`config.mk`:
```
export PLATFORM = sky130hd
export DESIGN_NAME = clock_mode_and_time_set_fsm_unit_flat
export DESIGN_NICKNAME = d
export VERILOG_FILES = /design/src/rtl/cmts_pkg.sv /design/src/rtl/cmts_in_if.sv /design/src/rtl/cmts_out_if.sv /design/src/rtl/clock_mode_and_time_set_fsm_unit.sv /design/src/rtl/cmts_step.sv /design/src/flat_wrapper.sv
export VERILOG_INCLUDE_DIRS = /design/src /design/src/rtl
export SDC_FILE = /design/constraint.sdc
export NUM_CORES = 1
export LEC_CHECK = 0
export ABC_AREA = 1
export CORE_UTILIZATION = 40
export DETAILED_ROUTE_END_ITERATION = 10
export DONT_BUFFER_PORTS = 1
export SYNTH_ARGS = -nofsm -noshare
export SYNTH_HDL_FRONTEND = slang
export SYNTH_SLANG_ARGS = --single-unit
```
`constraint.sdc`:
```
create_clock -name clk_i -period 6.7 [get_ports clk_i]
set_clock_uncertainty 0.05 [all_clocks]
set_input_delay 1.34 -clock clk_i [delete_from_list [all_inputs] [get_ports clk_i]]
set_output_delay 1.34 -clock clk_i [all_outputs]
set_load 0.005 [all_outputs]
```
`src/rtl/assert_macros.svh`:
```
// assertion macros shared by the rtl files
`ifndef ASSERT_MACROS_SVH
`define ASSERT_MACROS_SVH

`ifndef SYNTHESIS

// property holds at every clock edge outside reset
`define ASSERT_ALWAYS(lbl, clk, rst_n, expr) \
  lbl: assert property (@(posedge clk) disable iff (!rst_n) (expr)) \
    else $error("assertion failed");

// consequent holds in the same cycle as the antecedent
`define ASSERT_IMPL(lbl, clk, rst_n, ante, cons) \
  lbl: assert property (@(posedge clk) disable iff (!rst_n) (ante) |-> (cons)) \
    else $error("assertion failed");

// consequent holds in the cycle after the antecedent
`define ASSERT_NEXT(lbl, clk, rst_n, ante, cons) \
  lbl: assert property (@(posedge clk) disable iff (!rst_n) (ante) |=> (cons)) \
    else $error("assertion failed");

`else

`define ASSERT_ALWAYS(lbl, clk, rst_n, expr)
`define ASSERT_IMPL(lbl, clk, rst_n, ante, cons)
`define ASSERT_NEXT(lbl, clk, rst_n, ante, cons)

`endif

`endif

```
`src/rtl/cmts_pkg.sv`:
```
// types and constants of the clock mode and time set controller
`default_nettype none

package cmts_pkg;

  typedef enum logic [2:0] {
    MD_IDLE   = 3'd0,
    MD_NIGHT  = 3'd1,
    MD_ACTIVE = 3'd2,
    MD_SETH   = 3'd3,
    MD_SETM   = 3'd4
  } mode_e;

  typedef enum logic [2:0] {
    ACT_NONE        = 3'd0,
    ACT_LEFT_CLICK  = 3'd1,
    ACT_RIGHT_CLICK = 3'd2,
    ACT_LEFT_LONG   = 3'd3,
    ACT_RIGHT_LONG  = 3'd4
  } action_e;

  // configuration register indexes
  typedef enum logic [2:0] {
    CFG_NIGHT_START = 3'd0,
    CFG_DAY_START   = 3'd1,
    CFG_IDLE_TMO    = 3'd2,
    CFG_FRAME_PER   = 3'd3,
    CFG_BLINK_PER   = 3'd4
  } cfg_idx_e;

  localparam int unsigned CfgIdxW  = 3;
  localparam int unsigned CfgDataW = 16;

  localparam logic [10:0] NIGHT_START_RST = 11'd1200;
  localparam logic [10:0] DAY_START_RST   = 11'd480;
  localparam logic [15:0] IDLE_TMO_RST    = 16'd10000;
  localparam logic [9:0]  FRAME_PER_RST   = 10'd30;
  localparam logic [11:0] BLINK_PER_RST   = 12'd300;

  localparam logic [4:0]  HOUR_MAX      = 5'd23;
  localparam logic [5:0]  MINUTE_MAX    = 6'd59;
  localparam logic [10:0] MIN_PER_HOUR  = 11'd60;
  localparam logic [2:0]  BRIGHT_NORMAL = 3'd3;
  localparam logic [2:0]  BRIGHT_NIGHT  = 3'd1;

  typedef struct packed {
    logic [10:0] night_start_minute;
    logic [10:0] day_start_minute;
    logic [15:0] idle_timeout_ms;
    logic [9:0]  frame_period_ms;
    logic [11:0] blink_period_ms;
  } cfg_t;

  typedef struct packed {
    logic [2:0]  action;
    logic [31:0] now_ms;
    logic [4:0]  rtc_hour;
    logic [5:0]  rtc_minute;
    logic [5:0]  rtc_second;
  } in_item_t;

  typedef struct packed {
    logic [2:0] mode_now;
    logic       frame_done;
    logic [4:0] shown_hour;
    logic [5:0] shown_minute;
    logic       colon_on;
    logic       blank_hours;
    logic       blank_minutes;
    logic [2:0] brightness_level;
    logic       rtc_write;
    logic [4:0] rtc_write_hour;
    logic [5:0] rtc_write_minute;
  } out_item_t;

endpackage

`default_nettype wire

```
`src/rtl/cmts_in_if.sv`:
```
// input channel: one main-loop pass per transfer
`default_nettype none

interface cmts_in_if;
  logic               valid;
  logic               ready;
  cmts_pkg::in_item_t data;

  modport source (output valid, output data, input ready);
  modport sink (input valid, input data, output ready);
endinterface

`default_nettype wire

```
`src/rtl/cmts_out_if.sv`:
```
// result channel: one display and rtc result per transfer
`default_nettype none

interface cmts_out_if;
  logic                valid;
  logic                ready;
  cmts_pkg::out_item_t data;

  modport source (output valid, output data, input ready);
  modport sink (input valid, input data, output ready);
endinterface

`default_nettype wire

```
`src/rtl/clock_mode_and_time_set_fsm_unit.sv`:
```
// top level: config registers, input register and result register around the step logic
//
// Digital clock mode and time set controller. Each input transfer on in_i is one
// main-loop pass: a button action, the millisecond time and the rtc time. Each
// pass yields exactly one result transfer on out_o with the mode, the display
// frame contents and an optional rtc write strobe.
// Configuration: write cfg_we_i with a register index on cfg_idx_i and the value
// on cfg_wdata_i; write only while no transfer is in flight.
// Path: each pass goes through the input register, then the step logic, then the
// result register, from which out_o presents it.
// Throughput: one pass per cycle while out_o is not held; the mode and timer update
// is combinational compare and select logic between the input and result registers.
// Stall: while out_o is held, the input register keeps one more pass and then
// in_i.ready drops until the result is taken.
// Reset: asynchronous, active low; mode idle, timers zero, digits visible,
// brightness normal, configuration at its default values.
`default_nettype none
`include "assert_macros.svh"

module clock_mode_and_time_set_fsm_unit (
  input  wire logic                           clk_i,
  input  wire logic                           rst_ni,
  input  wire logic                           cfg_we_i,
  input  wire logic [cmts_pkg::CfgIdxW-1:0]   cfg_idx_i,
  input  wire logic [cmts_pkg::CfgDataW-1:0]  cfg_wdata_i,
  cmts_in_if.sink                             in_i,
  cmts_out_if.source                          out_o
);

  cmts_pkg::cfg_t      cfg_q;
  logic                s1_valid_q, s1_valid_d;
  cmts_pkg::in_item_t  s1_item_q;
  logic                out_valid_q, out_valid_d;
  cmts_pkg::out_item_t out_item_q;
  cmts_pkg::out_item_t res;
  logic                in_xfer;
  logic                adv;

  always_ff @(posedge clk_i or negedge rst_ni) begin
    if (!rst_ni) begin
      cfg_q.night_start_minute <= cmts_pkg::NIGHT_START_RST;
      cfg_q.day_start_minute   <= cmts_pkg::DAY_START_RST;
      cfg_q.idle_timeout_ms    <= cmts_pkg::IDLE_TMO_RST;
      cfg_q.frame_period_ms    <= cmts_pkg::FRAME_PER_RST;
      cfg_q.blink_period_ms    <= cmts_pkg::BLINK_PER_RST;
    end else if (cfg_we_i) begin
      unique case (cfg_idx_i)
        cmts_pkg::CFG_NIGHT_START: cfg_q.night_start_minute <= cfg_wdata_i[10:0];
        cmts_pkg::CFG_DAY_START:   cfg_q.day_start_minute   <= cfg_wdata_i[10:0];
        cmts_pkg::CFG_IDLE_TMO:    cfg_q.idle_timeout_ms    <= cfg_wdata_i;
        cmts_pkg::CFG_FRAME_PER:   cfg_q.frame_period_ms    <= cfg_wdata_i[9:0];
        cmts_pkg::CFG_BLINK_PER:   cfg_q.blink_period_ms    <= cfg_wdata_i[11:0];
        default: ;
      endcase
    end
  end

  // the pass runs when the result register is free or being drained
  assign adv        = s1_valid_q && (!out_valid_q || out_o.ready);
  assign in_i.ready = !s1_valid_q || adv;
  assign in_xfer    = in_i.valid && in_i.ready;

  assign s1_valid_d  = in_xfer || (s1_valid_q && !adv);
  assign out_valid_d = adv || (out_valid_q && !out_o.ready);

  always_ff @(posedge clk_i or negedge rst_ni) begin
    if (!rst_ni) begin
      s1_valid_q  <= 1'b0;
      out_valid_q <= 1'b0;
    end else begin
      s1_valid_q  <= s1_valid_d;
      out_valid_q <= out_valid_d;
    end
  end

  always_ff @(posedge clk_i) begin
    if (in_xfer) begin
      s1_item_q <= in_i.data;
    end
    if (adv) begin
      out_item_q <= res;
    end
  end

  cmts_step u_step (
    .clk_i  (clk_i),
    .rst_ni (rst_ni),
    .en_i   (adv),
    .item_i (s1_item_q),
    .cfg_i  (cfg_q),
    .res_o  (res)
  );

  assign out_o.valid = out_valid_q;
  assign out_o.data  = out_item_q;

  `ASSERT_NEXT(s1_holds_a, clk_i, rst_ni, s1_valid_q && !adv,
               s1_valid_q && s1_item_q == $past(s1_item_q))
  `ASSERT_IMPL(ready_low_only_on_stall_a, clk_i, rst_ni, !in_i.ready,
               s1_valid_q && out_valid_q && !out_o.ready)
  `ASSERT_IMPL(blank_exclusive_a, clk_i, rst_ni, out_valid_q,
               !(out_item_q.blank_hours && out_item_q.blank_minutes))

endmodule

`default_nettype wire

```
`src/rtl/cmts_step.sv`:
```
// mode state machine, edit registers and timers: one pass per enabled cycle
`default_nettype none
`include "assert_macros.svh"

module cmts_step (
  input  wire logic                clk_i,
  input  wire logic                rst_ni,
  input  wire logic                en_i,
  input  wire cmts_pkg::in_item_t  item_i,
  input  wire cmts_pkg::cfg_t      cfg_i,
  output cmts_pkg::out_item_t      res_o
);

  cmts_pkg::mode_e mode_q, mode_d;
  logic [4:0]  edit_hour_q, edit_hour_d;
  logic [5:0]  edit_minute_q, edit_minute_d;
  logic [31:0] last_act_q, last_act_d;
  logic [31:0] last_frame_q, last_frame_d;
  logic [31:0] last_blink_q, last_blink_d;
  logic        blink_vis_q, blink_vis_d;
  logic [2:0]  bright_q, bright_d;

  always_ff @(posedge clk_i or negedge rst_ni) begin
    if (!rst_ni) begin
      mode_q <= cmts_pkg::MD_IDLE;
    end else if (en_i) begin
      mode_q <= mode_d;
    end
  end

  always_ff @(posedge clk_i or negedge rst_ni) begin
    if (!rst_ni) begin
      edit_hour_q   <= '0;
      edit_minute_q <= '0;
      last_act_q    <= '0;
      last_frame_q  <= '0;
      last_blink_q  <= '0;
      blink_vis_q   <= 1'b1;
      bright_q      <= cmts_pkg::BRIGHT_NORMAL;
    end else if (en_i) begin
      edit_hour_q   <= edit_hour_d;
      edit_minute_q <= edit_minute_d;
      last_act_q    <= last_act_d;
      last_frame_q  <= last_frame_d;
      last_blink_q  <= last_blink_d;
      blink_vis_q   <= blink_vis_d;
      bright_q      <= bright_d;
    end
  end

  always_comb begin
    logic [31:0] now;
    logic [31:0] since_frame;
    logic [31:0] since_act;
    logic [31:0] since_blink;
    logic [10:0] minute_of_day;

    now = item_i.now_ms;
    mode_d        = mode_q;
    edit_hour_d   = edit_hour_q;
    edit_minute_d = edit_minute_q;
    last_act_d    = last_act_q;
    last_frame_d  = last_frame_q;
    last_blink_d  = last_blink_q;
    blink_vis_d   = blink_vis_q;
    bright_d      = bright_q;
    res_o         = '0;

    // button event
    unique case (item_i.action)
      cmts_pkg::ACT_LEFT_CLICK: begin
        last_act_d = now;
        unique case (mode_q)
          cmts_pkg::MD_SETH: edit_hour_d = (edit_hour_q == cmts_pkg::HOUR_MAX) ?
                                           5'd0 : edit_hour_q + 5'd1;
          cmts_pkg::MD_SETM: edit_minute_d = (edit_minute_q == cmts_pkg::MINUTE_MAX) ?
                                             6'd0 : edit_minute_q + 6'd1;
          cmts_pkg::MD_IDLE: mode_d = cmts_pkg::MD_ACTIVE;
          default: ;
        endcase
      end
      cmts_pkg::ACT_RIGHT_CLICK: begin
        last_act_d = now;
        unique case (mode_q)
          cmts_pkg::MD_SETH: edit_hour_d = (edit_hour_q == 5'd0) ?
                                           cmts_pkg::HOUR_MAX : edit_hour_q - 5'd1;
          cmts_pkg::MD_SETM: edit_minute_d = (edit_minute_q == 6'd0) ?
                                             cmts_pkg::MINUTE_MAX : edit_minute_q - 6'd1;
          cmts_pkg::MD_IDLE: mode_d = cmts_pkg::MD_ACTIVE;
          default: ;
        endcase
      end
      cmts_pkg::ACT_LEFT_LONG: begin
        last_act_d = now;
        unique case (mode_q)
          cmts_pkg::MD_IDLE, cmts_pkg::MD_NIGHT: begin
            edit_hour_d = (item_i.rtc_hour > cmts_pkg::HOUR_MAX) ?
                          cmts_pkg::HOUR_MAX : item_i.rtc_hour;
            edit_minute_d = (item_i.rtc_minute > cmts_pkg::MINUTE_MAX) ?
                            cmts_pkg::MINUTE_MAX : item_i.rtc_minute;
            mode_d = cmts_pkg::MD_SETH;
          end
          cmts_pkg::MD_SETH: mode_d = cmts_pkg::MD_SETM;
          cmts_pkg::MD_SETM: begin
            res_o.rtc_write        = 1'b1;
            res_o.rtc_write_hour   = edit_hour_q;
            res_o.rtc_write_minute = edit_minute_q;
            mode_d = cmts_pkg::MD_IDLE;
          end
          default: ;
        endcase
      end
      cmts_pkg::ACT_RIGHT_LONG: last_act_d = now;
      default: ;
    endcase

    since_frame   = now - last_frame_q;
    since_act     = now - last_act_d;
    since_blink   = now - last_blink_q;
    minute_of_day = ({6'd0, item_i.rtc_hour} * cmts_pkg::MIN_PER_HOUR) +
                    {5'd0, item_i.rtc_minute};

    if (since_frame >= {22'd0, cfg_i.frame_period_ms}) begin
      res_o.frame_done = 1'b1;
      if (since_act > {16'd0, cfg_i.idle_timeout_ms} &&
          (mode_d == cmts_pkg::MD_IDLE || mode_d == cmts_pkg::MD_ACTIVE)) begin
        mode_d = cmts_pkg::MD_IDLE;
      end
      if (mode_d == cmts_pkg::MD_SETH || mode_d == cmts_pkg::MD_SETM) begin
        if (since_blink >= {20'd0, cfg_i.blink_period_ms}) begin
          blink_vis_d  = !blink_vis_q;
          last_blink_d = now;
        end
        res_o.shown_hour    = edit_hour_d;
        res_o.shown_minute  = edit_minute_d;
        res_o.colon_on      = 1'b1;
        res_o.blank_hours   = !blink_vis_d && (mode_d == cmts_pkg::MD_SETH);
        res_o.blank_minutes = !blink_vis_d && (mode_d == cmts_pkg::MD_SETM);
      end else begin
        // brightness follows the mode before the night window check
        bright_d = (mode_d == cmts_pkg::MD_NIGHT) ?
                   cmts_pkg::BRIGHT_NIGHT : cmts_pkg::BRIGHT_NORMAL;
        res_o.shown_hour   = item_i.rtc_hour;
        res_o.shown_minute = item_i.rtc_minute;
        res_o.colon_on     = !item_i.rtc_second[0];
        if (minute_of_day >= cfg_i.night_start_minute ||
            minute_of_day < cfg_i.day_start_minute) begin
          mode_d = cmts_pkg::MD_NIGHT;
        end else if (mode_d == cmts_pkg::MD_NIGHT) begin
          mode_d = cmts_pkg::MD_IDLE;
        end
      end
      last_frame_d = now;
    end

    res_o.mode_now         = mode_d;
    res_o.brightness_level = bright_d;
  end

  `ASSERT_ALWAYS(edit_in_range_a, clk_i, rst_ni,
                 edit_hour_q <= cmts_pkg::HOUR_MAX && edit_minute_q <= cmts_pkg::MINUTE_MAX)
  `ASSERT_NEXT(frame_marks_time_a, clk_i, rst_ni, en_i && res_o.frame_done,
               last_frame_q == $past(item_i.now_ms))
  `ASSERT_NEXT(no_frame_keeps_time_a, clk_i, rst_ni, en_i && !res_o.frame_done,
               last_frame_q == $past(last_frame_q) && blink_vis_q == $past(blink_vis_q))

endmodule

`default_nettype wire
```
`src/flat_wrapper.sv`:
```
// flat-port wrapper written by rule: the top's interface ports become plain ports
module clock_mode_and_time_set_fsm_unit_flat 
  (clk_i, rst_ni, cfg_we_i, cfg_idx_i, cfg_wdata_i, in_i_valid, in_i_data, in_i_ready, out_o_valid, out_o_data, out_o_ready);
  cmts_in_if in_i_i ();
  cmts_out_if out_o_i ();
  input  wire logic clk_i;
  input  wire logic rst_ni;
  input  wire logic cfg_we_i;
  input  wire logic [cmts_pkg::CfgIdxW-1:0] cfg_idx_i;
  input  wire logic [cmts_pkg::CfgDataW-1:0] cfg_wdata_i;
  input wire logic [$bits(in_i_i.valid)-1:0] in_i_valid;
  input wire logic [$bits(in_i_i.data)-1:0] in_i_data;
  output wire logic [$bits(in_i_i.ready)-1:0] in_i_ready;
  output wire logic [$bits(out_o_i.valid)-1:0] out_o_valid;
  output wire logic [$bits(out_o_i.data)-1:0] out_o_data;
  input wire logic [$bits(out_o_i.ready)-1:0] out_o_ready;
  assign in_i_i.valid = in_i_valid;
  assign in_i_i.data = in_i_data;
  assign in_i_ready = in_i_i.ready;
  assign out_o_valid = out_o_i.valid;
  assign out_o_data = out_o_i.data;
  assign out_o_i.ready = out_o_ready;
  clock_mode_and_time_set_fsm_unit u_core (.clk_i(clk_i), .rst_ni(rst_ni), .cfg_we_i(cfg_we_i), .cfg_idx_i(cfg_idx_i), .cfg_wdata_i(cfg_wdata_i), .in_i(in_i_i), .out_o(out_o_i));
endmodule
```
* After elaboration in Yosys (flattened, before gate mapping)
Index checks and enable logic that the tools add are counted.
** Cells by class
- Add/subtract/negate cells :: 8
- Muxes and demuxes :: 34
- $mul :: 1
- $lt $le $gt $ge :: 7
- Eq/ne operators :: 17
- Div/mod/pow operators :: 0
- Bitwise logic cells :: 0
- Reductions and logical operators :: 39
- Shift operators :: 0
** Operators by type and width (count)
- subtractor 32 bit :: 3
- 2-to-1 mux 6 bit :: 6
- greater-or-equal comparator 32 x 10 -> 1 bit :: 1
- greater-or-equal comparator 32 x 12 -> 1 bit :: 1
- > comparator 32 x 16 -> 1 bit :: 1
- 2-to-1 mux 32 bit :: 1
- 2-to-1 mux 5 bit :: 6
- 2-to-1 mux 3 bit :: 9
- 2-to-1 mux 12 bit :: 2
- == test 3 x 2 -> 1 bit (second input constant) :: 7
- one-hot mux 6 bit (3 select lines) :: 1
- AND reduction 2 bit :: 8
- 2-to-1 mux 15 bit :: 1
- one-hot mux 5 bit (3 select lines) :: 1
- == test 3 x 1 -> 1 bit (second input constant) :: 4
- == test 3 bit (second input constant) :: 4
- adder 11 x 6 -> 11 bit :: 1
- greater-or-equal comparator 11 bit :: 1
- < comparator 11 bit :: 1
- logical NOT 3 bit :: 3
- multiplier 5 x 4 -> 9 bit (second input constant) :: 1
- one-hot mux 3 bit (3 select lines) :: 1
- logical AND 1 bit :: 7
- logical NOT 1 bit :: 7
- 18 further kinds :: 28
** Word-level totals
- Bits in writable memories :: 0
- Bits in latches :: 0
- Memories kept :: 0
- Flip-flop bits (word level) :: 256
- Logic and storage cells :: 137
- ROM bits :: 0
- Output and inout port bits :: 35

* Longest topological paths before layout
- Depth in word-level cells :: 17
- Mapped depth :: 39
- Mapped depth without buffers :: 37

* Modules after synthesis
Synthesis repeated with hierarchy kept, for this count alone.
** Second synthesis, totals
- Cell total of the unflattened synthesis :: 2666
- Area total of the unflattened synthesis :: 19751.4 um^2
** By module, submodules not included
- cmts_step :: instances 1, area an instance 14670.3 um^2, seq. area each 2856.5 um^2, cells an instance 2297
- clock_mode_and_time_set_fsm_unit :: instances 1, area an instance 5081.1 um^2, seq. area each 4130.2 um^2, cells an instance 369

* Worst setup path before layout
No wires, ideal clock.
- Path kind :: register -> register
- From :: register u_core.s1_item_q[50] (netlist name)
- To :: register u_core.out_item_q, in the netlist u_core.out_o.data[22], data pin
- Clock period less this slack :: 4.829 ns
- Slack :: 1.871 ns
- Data required time :: 6.389 ns
- Path buffers :: 4
- Cell stages (with the launch flop) :: 38
- Library setup time :: 0.261 ns
- Arrival time :: 4.518 ns
- Path through :: edfxtp_1 nor2_1 nand2_2 nand3_2 buf_2 buf_1 buf_1 nand2_1 o21ai_0 ha_1 inv_1 nor2_1 nand2_1 inv_2 nand2_1 nand2_1 inv_2 nand2_1 [... 2 more ...] nand2_1 nor4_1 nand2_1 o32ai_1 nand2_1 nor2_1 nand2_1 nor2_1 nand2_1 nor2_1 nand2_1 nand2_2 nand2_2 nand4_1 nand2_2 buf_4 nand2_1 o21ai_1
** On the way
- Word-level cells in the longest chain between the ends :: 11
- Elaborated cells on any way between the ends :: 21
- Those cells by class :: add/sub (1); order compare (1); eq/ne (7); mux (6); reduce/logical (6)
** Ends and longest elaborated chain
- start, declared :: RTL line clock_mode_and_time_set_fsm_unit.sv:32 : cmts_pkg::in_item_t s1_item_q;
- start signal, assigned :: RTL line clock_mode_and_time_set_fsm_unit.sv:78 : s1_item_q <= in_i.data;
- == test 3 x 2 -> 1 bit (tied with other cells) :: RTL line cmts_step.sv:70 : unique case (item_i.action)
- OR reduction 4 bit (no line) / OR reduction 2 bit (equally long branches)
- 2-to-1 mux 32 bit / one-hot mux 3 bit (2 select lines) (equally long branches) :: RTL line cmts_step.sv:70
- subtractor 32 bit (tied with other cells) :: RTL line cmts_step.sv:118 : since_act = now - last_act_d;
- > comparator 32 x 16 -> 1 bit / logical OR 1 bit (equally long branches) :: RTL line cmts_step.sv:125, cmts_step.sv:126
- logical AND 1 bit :: RTL line cmts_step.sv:125 : if (since_act > {16'd0, cfg_i.idle_timeout_ms} &&
- 2-to-1 mux 3 bit :: RTL line cmts_step.sv:125
- 2-to-1 mux 3 bit :: RTL line cmts_step.sv:123 : if (since_frame >= {22'd0, cfg_i.frame_period_ms}) begin
- == test 3 x 2 -> 1 bit / == test 3 bit (equally long branches) :: RTL line cmts_step.sv:129 : if (mode_d == cmts_pkg::MD_SETH || mode_d == cmts_pkg::MD_SETM) begin
- logical OR 1 bit :: RTL line cmts_step.sv:129
- 2-to-1 mux 12 bit * :: RTL line cmts_step.sv:129
- end signal, assigned :: RTL line clock_mode_and_time_set_fsm_unit.sv:81 : out_item_q <= res;
- end, declared :: RTL line clock_mode_and_time_set_fsm_unit.sv:34 : cmts_pkg::out_item_t out_item_q;
Every way passes the cells marked *; elsewhere a longest branch is shown, timed or not. The select of a mux whose other input is x is not followed.
A chain may end at the register's enable or synchronous reset.

* Worst setup path after layout
- From :: register u_core.s1_item_q[50] (netlist name)
- To :: register u_core.u_step.last_blink_q[21]
** On the way
- Word-level cells in the longest chain between the ends :: 11
- Elaborated cells on any way between the ends :: 20
- Those cells by class :: add/sub (1); order compare (1); eq/ne (7); mux (4); reduce/logical (7)
** Ends and longest elaborated chain
- == test 3 x 2 -> 1 bit (tied with other cells) :: RTL line cmts_step.sv:70
- OR reduction 4 bit (no line) / OR reduction 2 bit (equally long branches)
- 2-to-1 mux 32 bit / one-hot mux 3 bit (2 select lines) (equally long branches) :: RTL line cmts_step.sv:70
- subtractor 32 bit (tied with other cells) :: RTL line cmts_step.sv:118
- > comparator 32 x 16 -> 1 bit / logical OR 1 bit (equally long branches) :: RTL line cmts_step.sv:125, cmts_step.sv:126
- logical AND 1 bit :: RTL line cmts_step.sv:125
- 2-to-1 mux 3 bit * :: RTL line cmts_step.sv:125
- 2-to-1 mux 3 bit * :: RTL line cmts_step.sv:123
- == test 3 x 2 -> 1 bit / == test 3 bit (equally long branches) :: RTL line cmts_step.sv:129
- logical OR 1 bit * :: RTL line cmts_step.sv:129
- AND reduction 4 bit (no line) *
- end signal, assigned :: RTL line cmts_step.sv:45 : last_blink_q <= last_blink_d;
- end, declared :: RTL line cmts_step.sv:19 : logic [31:0] last_blink_q, last_blink_d;
Marked as above.

==> run metrics <==
total congestion overflow 0; synthesized area about 0.019 sq mm; Overall Global Routing Usage a little under a quarter; Critical R2R Capture u_core.u_step.last_blink_q[21]$_DFFE_PN0P_; post-CTS sizing 0; GRT met3 Usage about 2.4%; Avg WL per Cell between 15 and 20 microns; deepest clock path buffer count 3; Slew @ Worst Pin around 1.1 ns; post-route cell area roughly 0.021 sq mm; register area share after synthesis between 30% and 40%; CTS root buf clkbuf_16; clock latency on the worst-skew pair 0.58 ns; global route hottest layer met2; Placer Congestion 0.972; pins over their slew limit 0; Reg2Reg Depth 34; number of hold violations in the final report 0; peak supply drop roughly 0.23 mV; WHS Path Cells 2; M2 GR Usage between 30% and 40%; #FFs+latches synth around 260; Hold Path End u_core.u_step.bright_q[0]$_DFFE_PN1P_; Req. time, crit path ~7 ns; first-pass GRT wire length between 90 and 100 mm; Area after DPL around 0.020 sq mm; initial antenna violation count 2; Mean Syn Cell Area around 7.3 sq um; number of port buffers 0; Site Rows just under 80; Hold Crit Class register to register; RSZ-0062 raised after global routing false; iteration-0 DRC count of the detailed router between 1000 and 1500; area grow syn2layout 8.75%; power density cells around 370 mW/mm^2; DIE HEIGHT roughly 220 microns; n_diodes 0; Final Setup Violations 0; Nets approximately 2900; Synth Flop Type dfrtp_1; delay-heaviest family, CP simple AND/OR/NAND/NOR gates; die width between 200 and 250 microns; routed via count 17297; Final min period around 6 ns; Highest Clock Rate 164 MHz; Worst path most repeated cell nand2_1; Yosys cell types 57; CTS Sinks ~260; layout cell share with drive strength beyond 1 4.65%; Crit path largest cell delay 0.49 ns; Pre-Repair DR Iteration Count 6; Fill cells roughly 4800; # hold bufs at CTS 0; Buf+Inv Stages, Crit Path 3; antenna-violating nets left 0; number of global-route vias before repair ~17000; Multi-input gate area approximately 0.011 sq mm; FFs w/ async S/R, synth 68.8%; leakage approximately 10 nW; H-tree levels 1; Die ar. 0.0489 sq mm; utilization after layout between 40% and 50%; Synth Net Count around 2900; Syn. warnings 0; DR DRC count 0; largest net degree at the start of global routing about 180; worst r2r src u_core.s1_item_q[50]$_DFFE_PP_; endpoint type of the worst setup path register; Fin Setup TNS 0 ns; setup bufs post-CTS 0; Worst path depth 34; post-synthesis cell count 2629; crit-path max FO 33; register area ~0.0068 sq mm; hpwl dp roughly 44 mm; Routed WL 56.7 mm; Tcrit/Tclk final ~90%; WP data arrival approximately 6.5 ns; status finished, final reports clean; met1 Track Usage GR roughly 30%; MaxCap Viol Count 0; Via density 5.32; CTS tree done; kind of critical path register to register; CP max stage cell nand3_2; number of synthesized flops with an enable pin 80; Worst slew margin 27.3%; clock slew at reported path FFs 0.06 ns; startpoint type of the worst setup path register; core area approximately 0.047 sq mm; Initial Utilization roughly two fifths; Inserted Clock Buffers 31; worst hold path startpoint u_core.u_step.bright_q[0]$_DFFE_PN1P_; r2r setup slk between 0.6 and 0.7 ns; Ports approximately 110
## layout by cell type (no fill, tap or decap), drive strengths merged, types with 8 or more instances in the layout
cell type and count:
nand2 657, nand4 67, ha 164, a21oi 161, o21a 11, a21o 11, nor2 205, nor3 34
inv 426, buf 14, nand3 132, xor2 49, clkbuf 43, dfstp 24, fa 10, edfxtp 80
nand3b 8, or2 8, o21bai 8, o21ai 272, xnor2 24, a21boi 9, dfrtp 152
## logic make-up (layout without fill, tap and decap cells)
family                   count (synthesis)  count (layout)  synth area share (%)
AO/OA/AOI/OAI                          518             518                  14.7
XOR/XNOR                                73              73                  3.33
adder cells (fa/ha/maj)                174             174                  11.7
buffers and inverters                  478             495                  9.64
flip-flops                             256             256                  35.6
AND/OR/NAND/NOR                       1130            1130                  25.0
## registers in the layout (all words and copies together) (netlist names)
signal	flops
u_core.cfg_q	60
u_core.out_o.data	33
u_core.out_o.valid	1
u_core.s1_item_q	47
u_core.s1_valid_q	1
u_core.u_step.blink_vis_q	1
u_core.u_step.bright_q	3
u_core.u_step.edit_hour_q	5
u_core.u_step.edit_minute_q	6
u_core.u_step.last_act_q	32
u_core.u_step.last_blink_q	32
u_core.u_step.last_frame_q	32
u_core.u_step.mode_q	3
## tightest hold or removal path: cells and delay by family, from the launching register on
family / cells / cell delay, ns
buffers and inverters: 1 / 0.06
flip-flops: 1 / 0.36
AND/OR/NAND/NOR: 1 / 0.05
## through the flow
step / hold slack (ns) / power (W) / setup slack, ns / std cells
2_1_floorplan: 0.380 / 0.00505 / 1.87 / 2629
3_3_place_gp: 0.394 / 0.00595 / 0.727 / 3196
3_5_place_dp: 0.401 / 0.00603 / 0.625 / 3196
4_1_cts: 0.379 / 0.00783 / 0.592 / 3253
5_1_grt: 0.392 / 0.00848 / 0.118 / 3253
6_report: 0.415 / 0.00778 / 0.619 / 3253
## worst max path at each step
stage,end,startpoint
floorplan,u_core.out_o.data[22]$_SDFFCE_PP0P_,u_core.s1_item_q[50]$_DFFE_PP_
global placement,u_core.u_step.last_blink_q[23]$_DFFE_PN0P_,u_core.s1_item_q[50]$_DFFE_PP_
detailed placement,u_core.u_step.last_blink_q[29]$_DFFE_PN0P_,u_core.s1_item_q[50]$_DFFE_PP_
CTS,u_core.u_step.last_blink_q[21]$_DFFE_PN0P_,u_core.s1_item_q[50]$_DFFE_PP_
global route,u_core.u_step.last_blink_q[6]$_DFFE_PN0P_,u_core.s1_item_q[50]$_DFFE_PP_
finish,u_core.u_step.last_blink_q[21]$_DFFE_PN0P_,u_core.s1_item_q[50]$_DFFE_PP_
## cell type report
cell class	instances	area share (%)
clock inverter	14	0.797
timing repair buffer	14	0.563
sequential	256	32.7
clock buffer	43	4.28
multi-input combinational	1895	50.4
tap	607	3.64
inverter	424	7.62
## Yosys cell counts, types with 6 or more instances
master	n	area [sq um]
a21o_1	11	82.6
dfstp_2	24	631
nand3_1	125	626
or2_2	8	50.1
fa_1	10	200
nor2_1	203	762
o211ai_1	7	52.6
o221ai_1	6	52.6
nor3_1	33	165
clkbuf_1	28	105
o21bai_1	8	60.1
edfxtp_1	80	2400
nor4_1	7	43.8
a31oi_1	6	37.5
o21ai_0	255	1280
nand4_1	66	413
buf_2	13	65.1
nand2_1	652	2450
inv_2	7	26.3
a21oi_1	160	801
dfrtp_1	152	3800
xor2_1	49	429
xnor2_1	24	210
ha_1	164	2050
buf_1	7	26.3
a21boi_0	7	52.6
o21ai_1	17	85.1
o21a_1	11	82.6
nand3_2	6	60.1
inv_1	415	1560
nand3b_1	8	60.1
## per-layer routing
metal,vias to the layer above,part of all wire (%)
met5,-,0
met4,0,2.9
met3,89,3.8
met2,420,47
met1,8136,46
li1,8652,-
## where the power goes
part,internal (W),switching (W),leakage [nW]
Sequential,0.00199,0.000231,2.90
Combinational,0.00136,0.00246,6.83
Clock,0.00105,0.000692,0.517
Note: power is estimated with default switching activity, not from simulation.
